## config.mk

```make
export PLATFORM = sky130hd
export DESIGN_NAME = wide_text_to_utf8_encoder
export DESIGN_NICKNAME = d
export VERILOG_FILES = /design/src/wtu8_pkg.sv /design/src/wtu8_front.sv /design/src/wtu8_fifo.sv /design/src/wtu8_back.sv /design/src/wide_text_to_utf8_encoder.sv
export VERILOG_INCLUDE_DIRS = /design/src /design/src/src
export SDC_FILE = /design/constraint.sdc
export NUM_CORES = 1
export LEC_CHECK = 0
export ABC_AREA = 1
export ABC_CLOCK_PERIOD_IN_PS = 2600
export BUFFER_PORTS_ARGS = -buffer_cell sky130_fd_sc_hd__buf_2
export CAP_MARGIN = 25
export CORE_MARGIN = 3
export CORE_UTILIZATION = 30
export CTS_BUF_LIST = sky130_fd_sc_hd__clkbuf_4
export DETAILED_ROUTE_END_ITERATION = 16
export GPL_ROUTABILITY_DRIVEN = 0
export PLACE_DENSITY = 0.5
export REMOVE_ABC_BUFFERS = 1
export SYNTH_ARGS = -nofsm -noshare
export SYNTH_HDL_FRONTEND = slang
export SYNTH_SLANG_ARGS = --single-unit
export TNS_END_PERCENT = 10
```

## constraint.sdc

```tcl
create_clock -name clk -period 2.6 [get_ports clk]
set_input_delay 0.39 -clock clk [delete_from_list [all_inputs] [get_ports clk]]
set_output_delay 0.39 -clock clk [all_outputs]
set_load 0.02 [all_outputs]
```

## src/assert_macros.svh

```systemverilog
// Assertion helpers shared by the encoder modules.
// Each expects clk and rst_n in the enclosing module.
`ifndef ASSERT_MACROS_SVH
`define ASSERT_MACROS_SVH

// Check a property at every clock edge outside reset.
`define WTU8_ASSERT(label, prop, msg) \
    label: assert property (@(posedge clk) disable iff (!rst_n) (prop)) \
        else $error(msg);

// Check that a condition never occurs outside reset.
`define WTU8_NEVER(label, cond, msg) \
    label: assert property (@(posedge clk) disable iff (!rst_n) !(cond)) \
        else $error(msg);

`endif

```

## src/wtu8_pkg.sv

```systemverilog
package wtu8_pkg;

    // One code point waiting to be turned into bytes
    typedef struct packed {
        logic [20:0] value;
        logic        run_last;
        logic        text_end;
    } job_t;

    // Job queue between front and back
    localparam int QDepth = 4;
    localparam int QPtrW  = $clog2(QDepth);
    localparam int QCntW  = $clog2(QDepth + 1);

    // Surrogate tags (bits 15:10 of a UTF-16 unit)
    localparam logic [5:0]  SurrHiTag = 6'b110110;
    localparam logic [5:0]  SurrLoTag = 6'b110111;
    localparam logic [15:0] SurrBase  = 16'hd800;
    localparam logic [20:0] PairBase  = 21'h10000;

    // UTF-8 lead and continuation markers
    localparam logic [7:0] Lead2 = 8'hc0;
    localparam logic [7:0] Lead3 = 8'he0;
    localparam logic [7:0] Lead4 = 8'hf0;
    localparam logic [7:0] Cont  = 8'h80;

    // Sequence lengths minus one
    localparam logic [1:0] Len1 = 2'd0;
    localparam logic [1:0] Len2 = 2'd1;
    localparam logic [1:0] Len3 = 2'd2;
    localparam logic [1:0] Len4 = 2'd3;

endpackage

```

## src/wtu8_front.sv

```systemverilog
`include "assert_macros.svh"

module wtu8_front (
    input  logic              clk,
    input  logic              rst_n,
    input  logic              cfg_wr_en,
    input  logic              cfg_wr_data,
    input  logic              in_valid,
    output logic              in_ready,
    input  logic [20:0]       code_unit,
    input  logic              last_unit,
    output logic              push_valid,
    input  logic              push_ready,
    output wtu8_pkg::job_t    push_data
);

    logic        mode_reg;
    logic        held_reg;
    logic        held_next;
    logic [9:0]  bits_reg;
    logic [9:0]  bits_next;

    logic [20:0] unit;
    logic        is_hi;
    logic        is_lo;
    logic        hold_new;
    logic        needs_push;
    logic        flush_only;

    // Narrow the unit to 16 bits in UTF-16 mode and classify it
    always_comb
    begin
        unit     = mode_reg ? {5'd0, code_unit[15:0]} : code_unit;
        is_hi    = mode_reg && (unit[15:10] == wtu8_pkg::SurrHiTag);
        is_lo    = mode_reg && (unit[15:10] == wtu8_pkg::SurrLoTag);
        hold_new = is_hi && !last_unit;
    end

    // Pick the job and decide whether the word is taken this cycle
    always_comb
    begin
        push_data  = '0;
        flush_only = 1'b0;
        needs_push = 1'b0;
        held_next  = held_reg;
        bits_next  = bits_reg;
        if (held_reg && is_lo)
        begin
            push_data.value    = wtu8_pkg::PairBase + {1'b0, bits_reg, unit[9:0]};
            push_data.run_last = 1'b1;
            push_data.text_end = last_unit;
            needs_push         = 1'b1;
        end
        else if (held_reg)
        begin
            // Emit the lone high surrogate first; the word is held back until that push is taken
            push_data.value    = {5'd0, wtu8_pkg::SurrBase | {6'd0, bits_reg}};
            push_data.run_last = hold_new;
            push_data.text_end = 1'b0;
            needs_push         = 1'b1;
            flush_only         = 1'b1;
        end
        else if (!hold_new)
        begin
            push_data.value    = unit;
            push_data.run_last = 1'b1;
            push_data.text_end = last_unit;
            needs_push         = 1'b1;
        end

        push_valid = in_valid && needs_push;
        in_ready   = !flush_only && (!needs_push || push_ready);

        if (in_valid && held_reg && push_ready)
        begin
            held_next = 1'b0;
            bits_next = '0;
        end
        else if (in_valid && !held_reg && hold_new)
        begin
            held_next = 1'b1;
            bits_next = unit[9:0];
        end
    end

    // Mode register and held surrogate; a mode change drops the held unit
    always_ff @(posedge clk or negedge rst_n)
    begin
        if (!rst_n)
        begin
            mode_reg <= 1'b0;
            held_reg <= 1'b0;
            bits_reg <= '0;
        end
        else if (cfg_wr_en)
        begin
            mode_reg <= cfg_wr_data;
            if (cfg_wr_data != mode_reg)
            begin
                held_reg <= 1'b0;
                bits_reg <= '0;
            end
        end
        else
        begin
            held_reg <= held_next;
            bits_reg <= bits_next;
        end
    end

    `WTU8_ASSERT(a_held_in_utf16, held_reg |-> mode_reg, "surrogate held in code-point mode")

endmodule

```

## src/wtu8_fifo.sv

```systemverilog
`include "assert_macros.svh"

module wtu8_fifo (
    input  logic              clk,
    input  logic              rst_n,
    input  logic              push_valid,
    output logic              push_ready,
    input  wtu8_pkg::job_t    push_data,
    output logic              pop_valid,
    input  logic              pop_ready,
    output wtu8_pkg::job_t    pop_data
);

    wtu8_pkg::job_t                  slot_reg [wtu8_pkg::QDepth];
    logic [wtu8_pkg::QPtrW-1:0]      wr_ptr_reg;
    logic [wtu8_pkg::QPtrW-1:0]      rd_ptr_reg;
    logic [wtu8_pkg::QCntW-1:0]      count_reg;
    logic                            do_push;
    logic                            do_pop;

    assign push_ready = (count_reg != wtu8_pkg::QCntW'(wtu8_pkg::QDepth));
    assign pop_valid  = (count_reg != '0);
    assign pop_data   = slot_reg[rd_ptr_reg];
    assign do_push    = push_valid && push_ready;
    assign do_pop     = pop_valid && pop_ready;

    // Store jobs
    always_ff @(posedge clk)
    begin
        if (do_push)
        begin
            slot_reg[wr_ptr_reg] <= push_data;
        end
    end

    // Advance pointers and occupancy
    always_ff @(posedge clk or negedge rst_n)
    begin
        if (!rst_n)
        begin
            wr_ptr_reg <= '0;
            rd_ptr_reg <= '0;
            count_reg  <= '0;
        end
        else
        begin
            if (do_push)
            begin
                wr_ptr_reg <= wr_ptr_reg + 1'b1;
            end
            if (do_pop)
            begin
                rd_ptr_reg <= rd_ptr_reg + 1'b1;
            end
            if (do_push && !do_pop)
            begin
                count_reg <= count_reg + 1'b1;
            end
            else if (do_pop && !do_push)
            begin
                count_reg <= count_reg - 1'b1;
            end
        end
    end

    `WTU8_ASSERT(a_count_bound, count_reg <= wtu8_pkg::QCntW'(wtu8_pkg::QDepth), "queue overfull")
    `WTU8_ASSERT(a_ptr_gap, (count_reg == '0) |-> (wr_ptr_reg == rd_ptr_reg), "empty queue with pointer gap")

endmodule

```

## src/wtu8_back.sv

```systemverilog
`include "assert_macros.svh"

module wtu8_back (
    input  logic              clk,
    input  logic              rst_n,
    input  logic              pop_valid,
    output logic              pop_ready,
    input  wtu8_pkg::job_t    pop_data,
    output logic              out_valid,
    input  logic              out_ready,
    output logic [7:0]        out_byte,
    output logic              run_last,
    output logic              text_end
);

    logic        cur_valid_reg;
    logic [20:0] cur_val_reg;
    logic [1:0]  cur_len_reg;
    logic [1:0]  cur_idx_reg;
    logic        cur_rl_reg;
    logic        cur_te_reg;

    logic        out_valid_reg;
    logic [7:0]  out_byte_reg;
    logic        out_rl_reg;
    logic        out_te_reg;

    logic        slot_free;
    logic        emit;
    logic        last_byte;
    logic [1:0]  new_len;
    logic [1:0]  cont_sel;
    logic [7:0]  byte_next;

    assign slot_free = !out_valid_reg || out_ready;
    assign emit      = cur_valid_reg && slot_free;
    assign last_byte = (cur_idx_reg == cur_len_reg);
    assign pop_ready = !cur_valid_reg || (emit && last_byte);
    assign cont_sel  = cur_len_reg - cur_idx_reg;

    // Size the sequence of the incoming job
    always_comb
    begin
        if (pop_data.value <= 21'h7f)
        begin
            new_len = wtu8_pkg::Len1;
        end
        else if (pop_data.value <= 21'h7ff)
        begin
            new_len = wtu8_pkg::Len2;
        end
        else if (pop_data.value <= 21'hffff)
        begin
            new_len = wtu8_pkg::Len3;
        end
        else
        begin
            new_len = wtu8_pkg::Len4;
        end
    end

    // Form the current byte: the ASCII byte or a lead on the first, continuation after
    always_comb
    begin
        byte_next = '0;
        if (cur_idx_reg == 2'd0)
        begin
            unique case (cur_len_reg)
                wtu8_pkg::Len1: byte_next = cur_val_reg[7:0];
                wtu8_pkg::Len2: byte_next = wtu8_pkg::Lead2 | {3'd0, cur_val_reg[10:6]};
                wtu8_pkg::Len3: byte_next = wtu8_pkg::Lead3 | {4'd0, cur_val_reg[15:12]};
                wtu8_pkg::Len4: byte_next = wtu8_pkg::Lead4 | {5'd0, cur_val_reg[20:18]};
                default:        byte_next = cur_val_reg[7:0];
            endcase
        end
        else
        begin
            case (cont_sel)
                2'd1:    byte_next = wtu8_pkg::Cont | {2'd0, cur_val_reg[11:6]};
                2'd2:    byte_next = wtu8_pkg::Cont | {2'd0, cur_val_reg[17:12]};
                default: byte_next = wtu8_pkg::Cont | {2'd0, cur_val_reg[5:0]};
            endcase
        end
    end

    // Load the next job and step through its bytes
    always_ff @(posedge clk or negedge rst_n)
    begin
        if (!rst_n)
        begin
            cur_valid_reg <= 1'b0;
            cur_idx_reg   <= '0;
        end
        else if (pop_ready)
        begin
            cur_valid_reg <= pop_valid;
            cur_idx_reg   <= '0;
        end
        else if (emit)
        begin
            cur_idx_reg <= cur_idx_reg + 1'b1;
        end
    end

    always_ff @(posedge clk)
    begin
        if (pop_ready && pop_valid)
        begin
            cur_val_reg <= pop_data.value;
            cur_len_reg <= new_len;
            cur_rl_reg  <= pop_data.run_last;
            cur_te_reg  <= pop_data.text_end;
        end
    end

    // Output register: hold until taken
    always_ff @(posedge clk or negedge rst_n)
    begin
        if (!rst_n)
        begin
            out_valid_reg <= 1'b0;
        end
        else if (emit)
        begin
            out_valid_reg <= 1'b1;
        end
        else if (out_ready)
        begin
            out_valid_reg <= 1'b0;
        end
    end

    always_ff @(posedge clk)
    begin
        if (emit)
        begin
            out_byte_reg <= byte_next;
            out_rl_reg   <= last_byte && cur_rl_reg;
            out_te_reg   <= last_byte && cur_te_reg;
        end
    end

    assign out_valid = out_valid_reg;
    assign out_byte  = out_byte_reg;
    assign run_last  = out_rl_reg;
    assign text_end  = out_te_reg;

    `WTU8_ASSERT(a_idx_in_len, cur_valid_reg |-> (cur_idx_reg <= cur_len_reg), "byte index past sequence")

endmodule

```

## src/wide_text_to_utf8_encoder.sv

```systemverilog
// Wide-text to UTF-8 encoder: takes one code unit per word and gives UTF-8 bytes,
// one byte per cycle on the output while out_ready is high. A word gives 1 to
// 4 bytes; a held high surrogate that is flushed alone gives three bytes of its
// own, queued ahead of the word. The back-end byte serializer sets the output
// pace. A word that is only held produces no byte. The front end classifies
// and pairs surrogates and feeds a four-entry job queue, so input keeps
// flowing while the output is stalled until the queue is full. The mode
// register is written through cfg_wr_en/cfg_wr_data; write it only while idle.
module wide_text_to_utf8_encoder (
    input  logic        clk,
    input  logic        rst_n,
    input  logic        cfg_wr_en,
    input  logic        cfg_wr_data,
    input  logic        in_valid,
    output logic        in_ready,
    input  logic [20:0] code_unit,
    input  logic        last_unit,
    output logic        out_valid,
    input  logic        out_ready,
    output logic [7:0]  out_byte,
    output logic        run_last,
    output logic        text_end
);

    logic           push_valid;
    logic           push_ready;
    wtu8_pkg::job_t push_data;
    logic           pop_valid;
    logic           pop_ready;
    wtu8_pkg::job_t pop_data;

    wtu8_front u_front (
        .clk         (clk),
        .rst_n       (rst_n),
        .cfg_wr_en   (cfg_wr_en),
        .cfg_wr_data (cfg_wr_data),
        .in_valid    (in_valid),
        .in_ready    (in_ready),
        .code_unit   (code_unit),
        .last_unit   (last_unit),
        .push_valid  (push_valid),
        .push_ready  (push_ready),
        .push_data   (push_data)
    );

    wtu8_fifo u_fifo (
        .clk        (clk),
        .rst_n      (rst_n),
        .push_valid (push_valid),
        .push_ready (push_ready),
        .push_data  (push_data),
        .pop_valid  (pop_valid),
        .pop_ready  (pop_ready),
        .pop_data   (pop_data)
    );

    wtu8_back u_back (
        .clk       (clk),
        .rst_n     (rst_n),
        .pop_valid (pop_valid),
        .pop_ready (pop_ready),
        .pop_data  (pop_data),
        .out_valid (out_valid),
        .out_ready (out_ready),
        .out_byte  (out_byte),
        .run_last  (run_last),
        .text_end  (text_end)
    );

endmodule
```

==> impl_metrics.ini <==
[status]
status = completed

[final_layout]
fin_nets = 704
layout_commonest_cell = nand2_1
regArea_um2 = 4389
final_cell_area_um2 = 7452
drive_gt1_share_pct = 15.36
post-route-util_pct = 34.90
fin_cells = 952
multi_input_comb_area_um2 = 1862
synthToLayoutAreaGrowth_pct = 12.78
num_antenna_cells = 0
largest_reg_flops = 92
final_cell_mix = 162 x nand2_1, 127 x edfxtp_1, 65 x nand3_1
n_fill_cell = 2169

[worst_setup_path]
cp-start-kind = flop
endpoint_kind = flop
cp_data_arrival_time_ns = 2.76
rrSetupSlack_ns = 0.27
path_max_fanout = 3
critical_path_class = reg -> reg
reg2reg_to = u_fifo.count_reg[2]$_DFFE_PN0P_
rr_worst_depth = 14
cp.required_ns = 3.03
timing.rr.start = u_front.mode_reg$_DFFE_PN0P_

[power]
p_clk_share_pct = 16.6
p_int_mw = 4.535
power_density_nw_per_um2 = 959.6
peakVddDrop_v = 0.0002778
p_leak_nw = 3.050
p_sw_share_pct = 36.58
power_frac_seq_pct = 48.3
p_sw_mw = 2.616
combinationalPowerShare_pct = 35.1

[detailed_routing]
dr.pass1.iters = 5
routed_wl_um = 13960
drt-initial-drc-count = 278
ant_nets = 0
via_per_inst = 4.548
drc = 0
via_count = 4330
wl_per_cell_um = 14.66

[sta]
period_share_pct = 89.60
hold_violations = 0
finalCriticalPeriod_ns = 2.330
rsz0062_at_grt = no
relSlewSlack_pct = 51.60
fin_skew_ns = 0.02004
finalMaxSlewViolations = 0
worst_pin_slew_ns = 0.7199
maxClockFrequency_mhz = 429.3
setup_slack_ns = 0.2705
setup_tns_ns = 0
setup_violations = 0

[placed_design]
port_buffers = 39
dp_hpwl_um = 9617
dp_slack_ns = -0.06952
place_inst = 918
placed_area_um2 = 7196

[global_route]
grt_pass1_wl_um = 22270
grt_max_degree = 41
antenna_found_initial = 0
grt_pass1_vias = 4273
grt_usage_pct = 12.03
grt_remaining_overflow = 0

[worst_hold_path]
min_path_cells = 3
worstHoldPathType = in -> reg
min-delay-start = code_unit[3]
hold_end = u_front.bits_reg[3]$_DFFE_PN0P_

[flow_run]
cap_violations = 0

[floorplan]
io_pins = 40
coreArea_um2 = 21350
start_util_pct = 30.94
die_x_um = 154.4
dieArea_um2 = 23840
die_h_um = 154.4
rows = 53

[yosys]
synth_area_um2 = 6608
synth_top_area_cell = edfxtp_1
ys_async_sr_fraction_pct = 15.33
syn_area_per_cell_um2 = 10.85
yosysSeqAreaShare_pct = 66.43
synth_top_cell_area_share_pct = 57.72
ys_types = 36
synthFlopType = edfxtp_1
synth_edf_count = 127
yosysWarningCount = 0
synth.area.top_cells = edfxtp_1 58%, nand2_1 9.2%, dfrtp_1 8.7%
synthCells = 609
synth-seq-cells = 150

[clock_tree]
ctsHtreeMaxLevel = 4
clk_latency_ns = 0.54
clk_pin_slew_ns = 0.12
cts_buffer_depth = 2
cts_sinks = 150
clock-root-buffer = clkbuf_4
numCtsBuffers = 17
cts_tree = done
## routing by layer
layer	vias to the layer above	global-route usage [%]	wire length, um
met5	-	0	0
met1	2034	15.46	6459
li1	2182	-	-
met2	100	19.90	6610
met4	0	3.280	176
met3	14	3.525	712
## Yosys cell counts (2+ instances only)
cell,count
a21oi_1,13
a22o_1,4
buf_2,9
buf_4,4
buf_6,5
clkbuf_1,6
dfrtp_1,23
edfxtp_1,127
ha_1,11
inv_1,57
nand2_1,162
nand3_1,65
nand4_1,2
nor2_1,46
nor3_1,2
nor3_2,2
o21ai_0,35
o22ai_1,11
or2_2,2
xnor2_1,3
xor2_1,5
## cells by family after synthesis
group	count (synthesis)	synth area share (%)
AO/OA/AOI/OAI	71	6.230
adder cells (fa/ha/maj)	12	2.386
buffers and inverters	84	5.756
flip-flops	150	66.43
AND/OR/NAND/NOR	282	17.72
multiplexers	1	0.1704
XOR/XNOR	9	1.307
## power groups by stage
stage	sequential, mW	combinational (mW)	clock (mW)
floorplan	3.65	1.48	0
global placement	3.50	2.48	0
detailed placement	3.51	2.55	0
CTS	3.46	2.56	1.23
global route	3.50	2.84	1.36
finish	3.45	2.51	1.19
## stage by stage
step	power, mW	hold slack [ns]
after global routing	7.697	0.02732
after floorplan	5.129	0.09441
after CTS	7.251	0.005204
final	7.151	0.09401
after global placement	5.987	0.4260
after detailed placement	6.066	0.4397
## area by class of cell
class | count | area share, %
clock buffer | 25 | 2.518
clock inverter | 7 | 0.4701
inverter | 60 | 3.039
multi-input combinational | 375 | 24.98
sequential | 150 | 58.90
tap | 275 | 4.617
timing repair buffer | 60 | 5.473
## worst max-delay path, cell delays in order (launching register included)
cell	delay (ns)
dfrtp_1	0.39
nand2_1	0.06
nor2_1	0.04
nand2_1	0.06
inv_1	0.06
nand2_1	0.08
inv_1	0.07
ha_2	0.20
nor3_4	0.19
ha_1	0.17
inv_1	0.07
fa_1	0.43
a21oi_1	0.14
o21ai_0	0.11
xor2_1	0.15
## timing repair
item / CTS / global route
gates resized for setup: 0 / 3
buffers inserted: 0 / 0
endpoints found under the setup margin: 0 / 2
hold endpoints to repair: 23 / 1
hold buffers: 1 / 1
## how the worst max path moves through the flow
stage / from / to / slack, ns / depth (start not counted)
global placement: code_unit[15] / u_fifo.count_reg[2]$_DFFE_PN0P_ / 0.002 / 15
finish: u_front.mode_reg$_DFFE_PN0P_ / u_fifo.count_reg[2]$_DFFE_PN0P_ / 0.27 / 14
global route: u_front.mode_reg$_DFFE_PN0P_ / in_ready / 0.02 / 10
detailed placement: code_unit[11] / u_fifo.count_reg[2]$_DFFE_PN0P_ / -0.07 / 15
CTS: u_front.mode_reg$_DFFE_PN0P_ / u_fifo.count_reg[2]$_DFFE_PN0P_ / 0.07 / 14
floorplan: code_unit[11] / u_fifo.slot_reg[0][0]$_DFFE_PP_ / -0.50 / 10
(Power assumes the default switching activity.)
